--- config.mk ---
export PLATFORM = sky130hd
export DESIGN_NAME = multi_channel_servo_slew
export DESIGN_NICKNAME = d
export VERILOG_FILES = /design/src/rtl/mcss_pkg.sv /design/src/rtl/mcss_datapath.sv /design/src/rtl/mcss_ctrl.sv /design/src/rtl/multi_channel_servo_slew.sv
export SDC_FILE = /design/constraint.sdc
export NUM_CORES = 1
export LEC_CHECK = 0
export BUFFER_PORTS_ARGS = -buffer_cell sky130_fd_sc_hd__buf_2
export CORE_ASPECT_RATIO = 1.75
export CORE_MARGIN = 3
export CORE_UTILIZATION = 53
export CTS_BUF_LIST = sky130_fd_sc_hd__clkbuf_2
export CTS_CLUSTER_DIAMETER = 80
export DETAILED_ROUTE_END_ITERATION = 16
export GPL_TIMING_DRIVEN = 0
export HOLD_SLACK_MARGIN = 0.05
export MAX_ROUTING_LAYER = met4
export PLACE_DENSITY = 0.72
export SKIP_CTS_REPAIR_TIMING = 1
export SLEW_MARGIN = 25
export SYNTH_ARGS = -nofsm -noshare
export SYNTH_HDL_FRONTEND = slang
export SYNTH_SLANG_ARGS = --single-unit
--- constraint.sdc ---
create_clock -name clock -period 9.3 [get_ports clock]
set_clock_uncertainty 0.15 [all_clocks]
set_input_delay 1.86 -clock clock [delete_from_list [all_inputs] [get_ports clock]]
set_output_delay 1.86 -clock clock [all_outputs]
set_load 0.02 [all_outputs]
--- src/rtl/mcss_pkg.sv ---
// ----------------------------------------------------------------------------
// mcss_pkg
// Shared types and constants for the multi-channel servo slewer: transaction
// payloads, request kinds and the controller-to-datapath command bundle.
// ----------------------------------------------------------------------------
package mcss_pkg;

   localparam int CHANNELS   = 16;
   localparam int CHAN_W     = 4;
   localparam int ANGLE_W    = 8;
   localparam int SPEED_W    = 6;
   localparam int STEP_W     = 7;
   localparam int MASK_W     = 16;
   localparam int KIND_W     = 2;

   localparam logic [ANGLE_W-1:0] ANGLE_MAX = ANGLE_W'(180);
   localparam logic [STEP_W-1:0]  STEP_BASE = STEP_W'(65);
   localparam logic [CHAN_W-1:0]  LAST_CHAN = CHAN_W'(CHANNELS - 1);

   typedef enum logic [KIND_W-1:0] {
      KIND_SET  = 2'd0,
      KIND_READ = 2'd1,
      KIND_TICK = 2'd2,
      KIND_NONE = 2'd3
   } kind_type;

   typedef struct packed {
      logic [KIND_W-1:0]  kind;
      logic [CHAN_W-1:0]  channel;
      logic [ANGLE_W-1:0] angle;
      logic [SPEED_W-1:0] speed;
   } req_type;

   typedef struct packed {
      logic [CHAN_W-1:0]  read_channel;
      logic [ANGLE_W-1:0] position;
   } rsp_type;

   // Commands from the controller to the datapath.
   typedef struct packed {
      logic              set_target;
      logic              capture;
      logic              use_held;
      logic              load_rsp;
      logic              advance;
      logic [CHAN_W-1:0] tick_index;
   } cmd_type;

   // Status from the datapath to the controller.
   typedef struct packed {
      logic rsp_free;
   } status_type;

endpackage

--- src/rtl/mcss_datapath.sv ---
// ----------------------------------------------------------------------------
// mcss_datapath
// Channel state (current, target, speed), the present mask, the slew step
// unit and the response register.
// ----------------------------------------------------------------------------
module mcss_datapath
   import mcss_pkg::*;
(
   input  logic                clock,
   input  logic                reset,
   input  req_type             req_data,
   input  logic                csr_valid,
   input  logic [MASK_W-1:0]   csr_data,
   input  cmd_type             cmd,
   output status_type          status,
   output logic                rsp_valid,
   input  logic                rsp_ready,
   output rsp_type             rsp_data
);

   logic [ANGLE_W-1:0] current_ff [CHANNELS];
   logic [ANGLE_W-1:0] target_ff  [CHANNELS];
   logic [SPEED_W-1:0] speed_ff   [CHANNELS];
   logic [MASK_W-1:0]  mask_ff;
   logic [CHAN_W-1:0]  held_ch_ff;
   logic               rsp_valid_ff;
   logic               rsp_valid_in;
   rsp_type            rsp_data_ff;

   logic [CHAN_W-1:0]  addr;
   logic [ANGLE_W-1:0] cur;
   logic [ANGLE_W-1:0] tgt;
   logic [STEP_W-1:0]  step;
   logic [ANGLE_W-1:0] diff_up;
   logic [ANGLE_W-1:0] diff_dn;
   logic [ANGLE_W-1:0] sum_up;
   logic [ANGLE_W-1:0] next_cur;
   logic [ANGLE_W-1:0] set_angle;

   // Select the one entry looked at this cycle
   assign addr = cmd.advance  ? cmd.tick_index :
                 cmd.use_held ? held_ch_ff     : req_data.channel;

   assign cur  = current_ff[addr];
   assign tgt  = target_ff[addr];
   assign step = STEP_BASE - {1'b0, speed_ff[addr]};

   // Move one step toward the target, landing on it when close
   assign diff_up = tgt - cur;
   assign diff_dn = cur - tgt;
   assign sum_up  = cur + {1'b0, step};

   always_comb begin
      next_cur = cur;
      if (cur < tgt) begin
         if (diff_up < {1'b0, step}) begin
            next_cur = tgt;
         end else begin
            next_cur = sum_up;
         end
      end else if (cur > tgt) begin
         if (diff_dn < {1'b0, step}) begin
            next_cur = tgt;
         end else begin
            next_cur = cur - {1'b0, step};
         end
      end
   end

   // Clamp the requested target angle
   assign set_angle = (req_data.angle > ANGLE_MAX) ? ANGLE_MAX : req_data.angle;

   // Channel state
   always_ff @(posedge clock) begin
      if (reset) begin
         for (int i = 0; i < CHANNELS; i++) begin
            current_ff[i] <= '0;
            target_ff[i]  <= '0;
            speed_ff[i]   <= '0;
         end
      end else begin
         if (cmd.set_target) begin
            target_ff[addr] <= set_angle;
            speed_ff[addr]  <= req_data.speed;
         end
         if (cmd.advance && mask_ff[addr]) begin
            current_ff[addr] <= next_cur;
         end
      end
   end

   // Present mask
   always_ff @(posedge clock) begin
      if (reset) begin
         mask_ff <= '0;
      end else if (csr_valid) begin
         mask_ff <= csr_data;
      end
   end

   // Hold the channel of a read that waits for the response register
   always_ff @(posedge clock) begin
      if (cmd.capture) begin
         held_ch_ff <= req_data.channel;
      end
   end

   // Response register
   assign rsp_valid_in = cmd.load_rsp | (rsp_valid_ff & ~rsp_ready);

   always_ff @(posedge clock) begin
      if (reset) begin
         rsp_valid_ff <= 1'b0;
      end else begin
         rsp_valid_ff <= rsp_valid_in;
      end
   end

   always_ff @(posedge clock) begin
      if (cmd.load_rsp) begin
         rsp_data_ff.read_channel <= addr;
         rsp_data_ff.position     <= cur;
      end
   end

   assign status.rsp_free = ~rsp_valid_ff | rsp_ready;
   assign rsp_valid       = rsp_valid_ff;
   assign rsp_data        = rsp_data_ff;

endmodule

--- src/rtl/mcss_ctrl.sv ---
// ----------------------------------------------------------------------------
// mcss_ctrl
// Sequencer: decodes accepted transactions, walks the channels on a tick and
// parks a read until the response register is free.
// ----------------------------------------------------------------------------
module mcss_ctrl
   import mcss_pkg::*;
(
   input  logic       clock,
   input  logic       reset,
   input  logic       req_valid,
   output logic       req_ready,
   input  req_type    req_data,
   input  status_type status,
   output cmd_type    cmd
);

   typedef enum logic [1:0] {
      ST_IDLE,
      ST_HOLD,
      ST_TICK
   } state_type;

   state_type         state_ff;
   state_type         state_in;
   logic [CHAN_W-1:0] count_ff;
   logic [CHAN_W-1:0] count_in;
   logic              accept;

   assign req_ready = (state_ff == ST_IDLE);
   assign accept    = req_valid & req_ready;

   // Decode commands and next state
   always_comb begin
      cmd        = '0;
      state_in   = state_ff;
      count_in   = count_ff;
      unique case (state_ff)
         ST_IDLE: begin
            if (accept) begin
               unique case (req_data.kind)
                  KIND_SET: begin
                     cmd.set_target = 1'b1;
                  end
                  KIND_READ: begin
                     cmd.capture = 1'b1;
                     if (status.rsp_free) begin
                        cmd.load_rsp = 1'b1;
                     end else begin
                        state_in = ST_HOLD;
                     end
                  end
                  KIND_TICK: begin
                     count_in = '0;
                     state_in = ST_TICK;
                  end
                  default: begin
                  end
               endcase
            end
         end
         ST_HOLD: begin
            cmd.use_held = 1'b1;
            if (status.rsp_free) begin
               cmd.load_rsp = 1'b1;
               state_in     = ST_IDLE;
            end
         end
         ST_TICK: begin
            cmd.advance    = 1'b1;
            cmd.tick_index = count_ff;
            count_in       = count_ff + CHAN_W'(1);
            if (count_ff == LAST_CHAN) begin
               state_in = ST_IDLE;
            end
         end
         default: begin
            state_in = ST_IDLE;
         end
      endcase
   end

   // Hold state and channel counter
   always_ff @(posedge clock) begin
      if (reset) begin
         state_ff <= ST_IDLE;
         count_ff <= '0;
      end else begin
         state_ff <= state_in;
         count_ff <= count_in;
      end
   end

   // A tick blocks new transactions on the next cycle
   a_tick_blocks: assert property (@(posedge clock) disable iff (reset)
      (accept && req_data.kind == KIND_TICK) |=> !req_ready)
      else $error("tick did not start a channel walk");

   // Never load the response register over an undelivered response
   a_load_free: assert property (@(posedge clock) disable iff (reset)
      cmd.load_rsp |-> status.rsp_free)
      else $error("response overwritten");

   // Target writes, responses and channel steps are exclusive
   a_one_cmd: assert property (@(posedge clock) disable iff (reset)
      $onehot0({cmd.set_target, cmd.load_rsp, cmd.advance}))
      else $error("conflicting datapath commands");

   // A walk ends on the last channel
   a_walk_end: assert property (@(posedge clock) disable iff (reset)
      (state_ff == ST_TICK && count_ff == LAST_CHAN) |=> (state_ff == ST_IDLE))
      else $error("channel walk did not end");

endmodule

--- src/rtl/multi_channel_servo_slew.sv ---
// ----------------------------------------------------------------------------
// multi_channel_servo_slew
// Sixteen-channel servo position slewer with set, read and tick transactions.
// ----------------------------------------------------------------------------
// Usage:
//   req_* carries one transaction: set (writes a channel's target angle,
//   clamped to 180, and speed code), read (returns the channel's current
//   position on rsp_*), or tick (moves every present channel one step of
//   65 minus speed toward its target, landing exactly on it).
//   csr_* writes the 16-bit present mask; it is always ready.
//   A read's response is registered before it shows on rsp_*. A tick walks
//   the channels one per cycle, so req_ready stays low after a tick is
//   accepted until the walk has passed the last channel.
//   The response register decouples the sides: with a response waiting,
//   sets and ticks are still taken; a second read is taken and parked, and
//   req_ready stays low until rsp_ready frees the register.
//   Reset clears all positions, targets, speeds and the present mask;
//   the block is ready right after.
// ----------------------------------------------------------------------------
module multi_channel_servo_slew
   import mcss_pkg::*;
(
   input  logic              clock,
   input  logic              reset,
   input  logic              req_valid,
   output logic              req_ready,
   input  req_type           req_data,
   output logic              rsp_valid,
   input  logic              rsp_ready,
   output rsp_type           rsp_data,
   input  logic              csr_valid,
   output logic              csr_ready,
   input  logic [MASK_W-1:0] csr_data
);

   cmd_type    cmd;
   status_type status;

   assign csr_ready = 1'b1;

   mcss_ctrl u_ctrl (
      .clock     (clock),
      .reset     (reset),
      .req_valid (req_valid),
      .req_ready (req_ready),
      .req_data  (req_data),
      .status    (status),
      .cmd       (cmd)
   );

   mcss_datapath u_datapath (
      .clock     (clock),
      .reset     (reset),
      .req_data  (req_data),
      .csr_valid (csr_valid),
      .csr_data  (csr_data),
      .cmd       (cmd),
      .status    (status),
      .rsp_valid (rsp_valid),
      .rsp_ready (rsp_ready),
      .rsp_data  (rsp_data)
   );

endmodule
# Yosys cells after proc, flatten, opt, wreduce, memory -nomap -nowiden

Memories as Yosys holds them, arrays and structs flattened.
Cells that the tools add are included.

Add/sub/neg operators: 6
Multipliers: 0
Div/mod/pow operators: 0
Magnitude comparators: 6
Eq/ne operators: 11
Shift-type cells: 0
Multiplexer cells: 45
Bitwise operators: 6
Reductions and logical operators: 9

Operator list:

| kind                                                                  | count |
|---|---|
| 8-bit 2-to-1 mux                                                      | 7 |
| 4-bit 2-to-1 mux                                                      | 7 |
| 1-bit 2-to-1 mux                                                      | 18 |
| 8-bit by 7-bit < comparator with 1-bit output                         | 2 |
| 8-bit OR reduction                                                    | 2 |
| 8-bit subtractor                                                      | 2 |
| 2-bit 2-to-1 mux                                                      | 6 |
| 8-bit by 7-bit adder with 8-bit output                                | 1 |
| 8-bit > comparator                                                    | 1 |
| 8-bit > comparator (second input constant)                            | 1 |
| 8-bit < comparator                                                    | 1 |
| 4-bit case mux with 2 select lines                                    | 1 |
| 8-bit by 7-bit subtractor with 8-bit output                           | 1 |
| 7-bit by 6-bit subtractor with 7-bit output (first input constant)    | 1 |
| 6-bit 2-to-1 mux                                                      | 1 |
| 2-bit inequality test (second input constant)                         | 3 |
| 3-bit inequality test (second input constant)                         | 2 |
| 2-bit case mux with 3 select lines                                    | 1 |
| 6-bit OR reduction                                                    | 1 |
| 4-bit by 5-bit < comparator with 1-bit output (second input constant) | 1 |
| 5-bit 2-to-1 mux                                                      | 1 |
| 5-bit AND reduction                                                   | 1 |
| 4-bit by 1-bit adder with 4-bit output (second input constant)        | 1 |
| 1-bit binary-select mux with 4-bit select                             | 1 |
| other kinds (13)                                                      | 19 |

Register bits: 39
Bits in latches: 0
Bits in writable memories: 352
Memory bits (read-only): 0
Input bits: 41
Memories: 3

Memories:

| memory                | depth | width | read ports | clocked after Yosys merged registers in | write ports | line                | RTL |
|---|---|---|---|---|---|---|---|
| u_datapath.current_ff | 16    | 8     | 1          | 0                                       | 16          | mcss_datapath.sv:21 | `logic [ANGLE_W-1:0] current_ff [CHANNELS];` |
| u_datapath.target_ff  | 16    | 8     | 1          | 0                                       | 16          | mcss_datapath.sv:22 | `logic [ANGLE_W-1:0] target_ff [CHANNELS];` |
| u_datapath.speed_ff   | 16    | 6     | 1          | 0                                       | 16          | mcss_datapath.sv:23 | `logic [SPEED_W-1:0] speed_ff [CHANNELS];` |

# Longest topological paths before layout

Word-level depth: 12
Gate-level depth with buffers: 31
Gate-level depth less buffers: 27

# Hierarchy

From an unflattened synthesis, not the netlist that was laid out.

Cell total of the unflattened synthesis: 1643
Area, all modules: 20173.1 um^2

Modules (own cells, without submodules):

| module                   | times used | cells each | area each (um^2) | sequential area each (um^2) |
|---|---|---|---|---|
| mcss_datapath            | 1          | 1600       | 19799.0          | 11390.9 |
| mcss_ctrl                | 1          | 41         | 362.8            | 120.1 |
| multi_channel_servo_slew | 1          | 2          | 11.3             | 0.0 |

# Worst setup path after synthesis

OpenSTA, ideal clock, no wires.

Kind: input -> register
Start: in req_data[14] (netlist bit)
End: mem u_datapath.current_ff[6][0], data pin
Data arrival time: 6.877 ns
Required time: 8.879 ns
Slack: 2.002 ns
Stages on the path: 27
Path buffers: 5
Cells stage by stage: mux2i_1 -> mux2_2 -> buf_6 -> inv_2 -> buf_6 -> buf_6 -> mux4_2 -> a22o_1 -> nor2_1 -> inv_1 -> ha_1 -> clkbuf_1 -> nor2b_1 -> o21ai_0 -> nand2b_1 -> a21o_1 -> a21oi_1 -> xnor2_1 -> ha_1 -> nand3_1 -> o22ai_1 -> a211oi_1 -> o311ai_4 -> nand2b_1 -> a21oi_1 -> clkbuf_1 -> nor4b_1

RTL lines:

| element         | line                           | RTL |
|---|---|---|
| start, declared | multi_channel_servo_slew.sv:27 | `input req_type req_data,` |
| end, declared   | mcss_datapath.sv:21            |  |

==> metrics.txt <==
total core area ~36000 sq um; Die X ~150 microns; crit path DAT approximately 9000 ps; die area a little under 40000 sq um; Worst slew margin 0.3516; clock share of power 0.235; H-Tree Depth 3; Syn. warnings 0; Reg clk slew, reported paths between 100 and 150 ps; # fillers a little over 3000; FF-to-FF path depth 30; initial antenna violation count 1; post-synthesis instance total 1525; Hold Startpoint u_datapath.mask_ff[8]; post-synthesis cell area 19680 sq um; post-synthesis compound-gate area fraction 0.05818; status complete, no violations; final hold vios 0; Setup violations, final 0; Power Density 206.6 nW/um^2; drt pass-1 iters 5; Seq cells post-synth roughly 390; Pint roughly 2.8 mW; cell count after placement a little over 2000; total CTS buffers 83; RSZ-0062 raised after global routing no; largest family of logic cells by synthesized area simple AND/OR/NAND/NOR gates; WL per Instance 25.44 microns; Seq pwr share 0.454; type of origin of the critical path primary input; final WL between 50000 and 60000 microns; most numerous cell in the Yosys netlist edfxtp_1; EDFF count, synth ~370; mean post-synth cell area approximately 13 sq um; synth unique cells 68; clk buf depth 3; Crit. End Element flip-flop; hpwl dp 40080 microns; Die Span Y around 260 microns; total track usage 0.2987; Switching Fraction 0.3751; area leader, netlist edfxtp_1; antenna-violating nets left 0; largest net degree at the start of global routing 15; num ports 56; total of max-cap violations 0; Worst VDD drop 0.1323 mV; DRT iter0 DRCs 1350; Post-Synth Adder-Cell Area 0.03332; FF-to-FF Start u_ctrl.state_ff[0]; vias between 10000 and 15000; critical path data required time ~9900 ps; fmax 0.1193 GHz; Post-Layout Cell Count about 2200; Sink Count roughly 400; initial core utilization 0.5410; gpl congestion ~0.97; r2r setup slk roughly 1200 ps; nets@finish 1755; Final TNS setup 0 ps; mux contribution to synthesized area 0.1243; async set-reset flop share out of synthesis 0; CTS tree built; Worst Hold End u_datapath.mask_ff[8]; Slew @ Worst Pin roughly 950 ps; crit path max fanout 10; XOR/XNOR share of the synthesized area 0.01202; Hold Path Depth 2; synth top area cells edfxtp_1 56%, mux4_2 9.6%, and3_1 4.0%; minimum clock period 8380 ps; HP Class reg -> reg; syn_nets roughly 1600; Primary FF master, synth edfxtp_1; vias per cell between 6 and 7; gr ovfl total 0; Pleak 8.342 nW; CP max-delay cell a31oi_1; DRC viols 0; Placement Rows between 90 and 100; reg-to-reg endpoint u_datapath.current_ff[6][0]; synth-to-layout area growth 8.272%; first-pass GRT wire length 83060 microns; proportion of layout cells with a drive suffix above 1 0.2126; list of most frequent post-synthesis cells 368 x edfxtp_1, 167 x nor2_1, 126 x and3_1; Synth top area share 0.5616; number of port buffers 53; clk root buf clkbuf_2; Tcrit/Tclk final 0.9011; Comb power frac 0.311; sequential share of the synthesized area 0.5850; post-synthesis simple-gate area fraction 0.1482; Skew-Pair Late Insertion Delay between 1000 and 1500 ps; vias in the first global route around 14000; Sw Pwr around 1.7 mW; CP Class in -> reg; final slew viol count 0; CP max stage delay roughly 630 ps
[power groups by stage]
| stage | clock (mW) | sequential (mW) | combinational (mW) |
|---|---|---|---|
| 3_5_place_dp | 0 | 2.04 | 1.34 |
| 5_1_grt | 1.13 | 2.01 | 1.46 |
| 4_1_cts | 1.03 | 2.00 | 1.35 |
| 3_3_place_gp | 0 | 2.04 | 1.33 |
| 6_report | 1.03 | 2.00 | 1.37 |
| 2_1_floorplan | 0 | 2.04 | 0.934 |
[flip-flops by register name, summed over array words and instances, names as in the netlist]
signal                 flops
u_ctrl.count_ff            4
u_datapath.rsp_valid       1
u_datapath.current_ff    128
u_datapath.speed_ff       96
u_datapath.rsp_data       12
u_ctrl.state_ff            2
u_datapath.held_ch_ff      4
u_datapath.mask_ff        16
u_datapath.target_ff     128
[how the worst max path moves through the flow]
stage,endpoint,from,slack (ps),cells past startpoint
6_report,u_datapath.current_ff[6][0],req_data[15],920,29
5_1_grt,u_datapath.current_ff[1][0],req_data[15],630,29
4_1_cts,u_datapath.current_ff[8][0],req_data[15],1070,29
3_5_place_dp,u_datapath.current_ff[1][0],req_data[15],20,29
3_3_place_gp,u_datapath.current_ff[4][0],req_data[15],90,29
2_1_floorplan,u_datapath.current_ff[6][0],req_data[14],2000,27
[logic make-up after synthesis]
kind of cell             count (synthesis)
flip-flops                             391
AO/OA/AOI/OAI                          172
XOR/XNOR                                27
multiplexers                           138
adder cells (fa/ha/maj)                 50
other                                    1
AND/OR/NAND/NOR                        582
buffers and inverters                  164
[placed cells by master (no fill, tap or decap), types with 4 or more instances in the layout]
| cell type | netlist | final |
|---|---|---|
| a211oi_2 | 10 | 10 |
| a31oi_1 | 14 | 14 |
| nor3_1 | 55 | 55 |
| dfxtp_1 | 23 | 23 |
| edfxtp_1 | 368 | 368 |
| mux4_2 | 84 | 84 |
| fa_1 | 4 | 4 |
| o21ai_0 | 13 | 13 |
| nor2_1 | 167 | 166 |
| inv_1 | 33 | 33 |
| nand2b_1 | 41 | 41 |
| xnor2_1 | 18 | 18 |
| clkinvlp_4 | 0 | 4 |
| buf_4 | 5 | 5 |
| a21o_1 | 8 | 8 |
| a211oi_1 | 8 | 8 |
| nor4b_1 | 16 | 16 |
| nand2_1 | 118 | 118 |
| clkinv_2 | 0 | 7 |
| ha_1 | 46 | 46 |
| nor2b_1 | 11 | 11 |
| o21bai_1 | 6 | 6 |
| buf_2 | 28 | 81 |
| clkbuf_1 | 76 | 76 |
| xor2_1 | 9 | 9 |
| and3_1 | 126 | 126 |
| a22oi_1 | 4 | 4 |
| buf_6 | 10 | 10 |
| buf_1 | 6 | 6 |
| inv_2 | 4 | 7 |
| clkbuf_2 | 0 | 117 |
| o22ai_1 | 4 | 4 |
| a21oi_1 | 83 | 83 |
| or2_2 | 17 | 17 |
| clkinv_1 | 0 | 20 |
| mux2i_1 | 49 | 48 |
| nand3_1 | 12 | 12 |
[critical path, delay by kind of cell]
family,cells,cell delay (ps)
AND/OR/NAND/NOR,9,1430
XOR/XNOR,1,150
adder cells (fa/ha/maj),3,1110
AO/OA/AOI/OAI,8,2330
buffers and inverters,6,1750
multiplexers,2,340
[area by class of cell]
type | instances | area (sq um) | share of cell area
antenna | 3 | 7.507 | 0.0003524
buffer | 126 | 613.1 | 0.02878
clock buffer | 117 | 585.6 | 0.02748
clock inverter | 35 | 160.2 | 0.007517
inverter | 38 | 150.1 | 0.007047
multi-input combinational | 970 | 7410 | 0.3478
sequential | 391 | 11510 | 0.5403
tap | 470 | 588.1 | 0.02760
timing repair buffer | 54 | 280.3 | 0.01315
[per-stage QoR]
step           utilization  power (mW)  area [sq um]  setup slack (ps)  hold WS (ps)
2_1_floorplan            -       2.970         19680              2002         304.6
3_3_place_gp        0.5644       3.362         20530             94.82         321.6
3_5_place_dp        0.5650       3.383         20550             16.33         337.7
4_1_cts             0.5855       4.383         21300              1069         364.9
5_1_grt             0.5856       4.596         21300             631.9         399.2
6_report            0.5857       4.403         21310             919.6         361.0
[metal layers]
layer / vias up / global-route usage / wire [microns]
met2: 721 / 0.5215 / 30290
met4: 0 / 0.1832 / 3840
met1: 6732 / 0.3053 / 17970
li1: 6016 / - / -
met3: 221 / 0.05646 / 3972
met5: - / - / 0
Power figures use the tool's default switching activity.
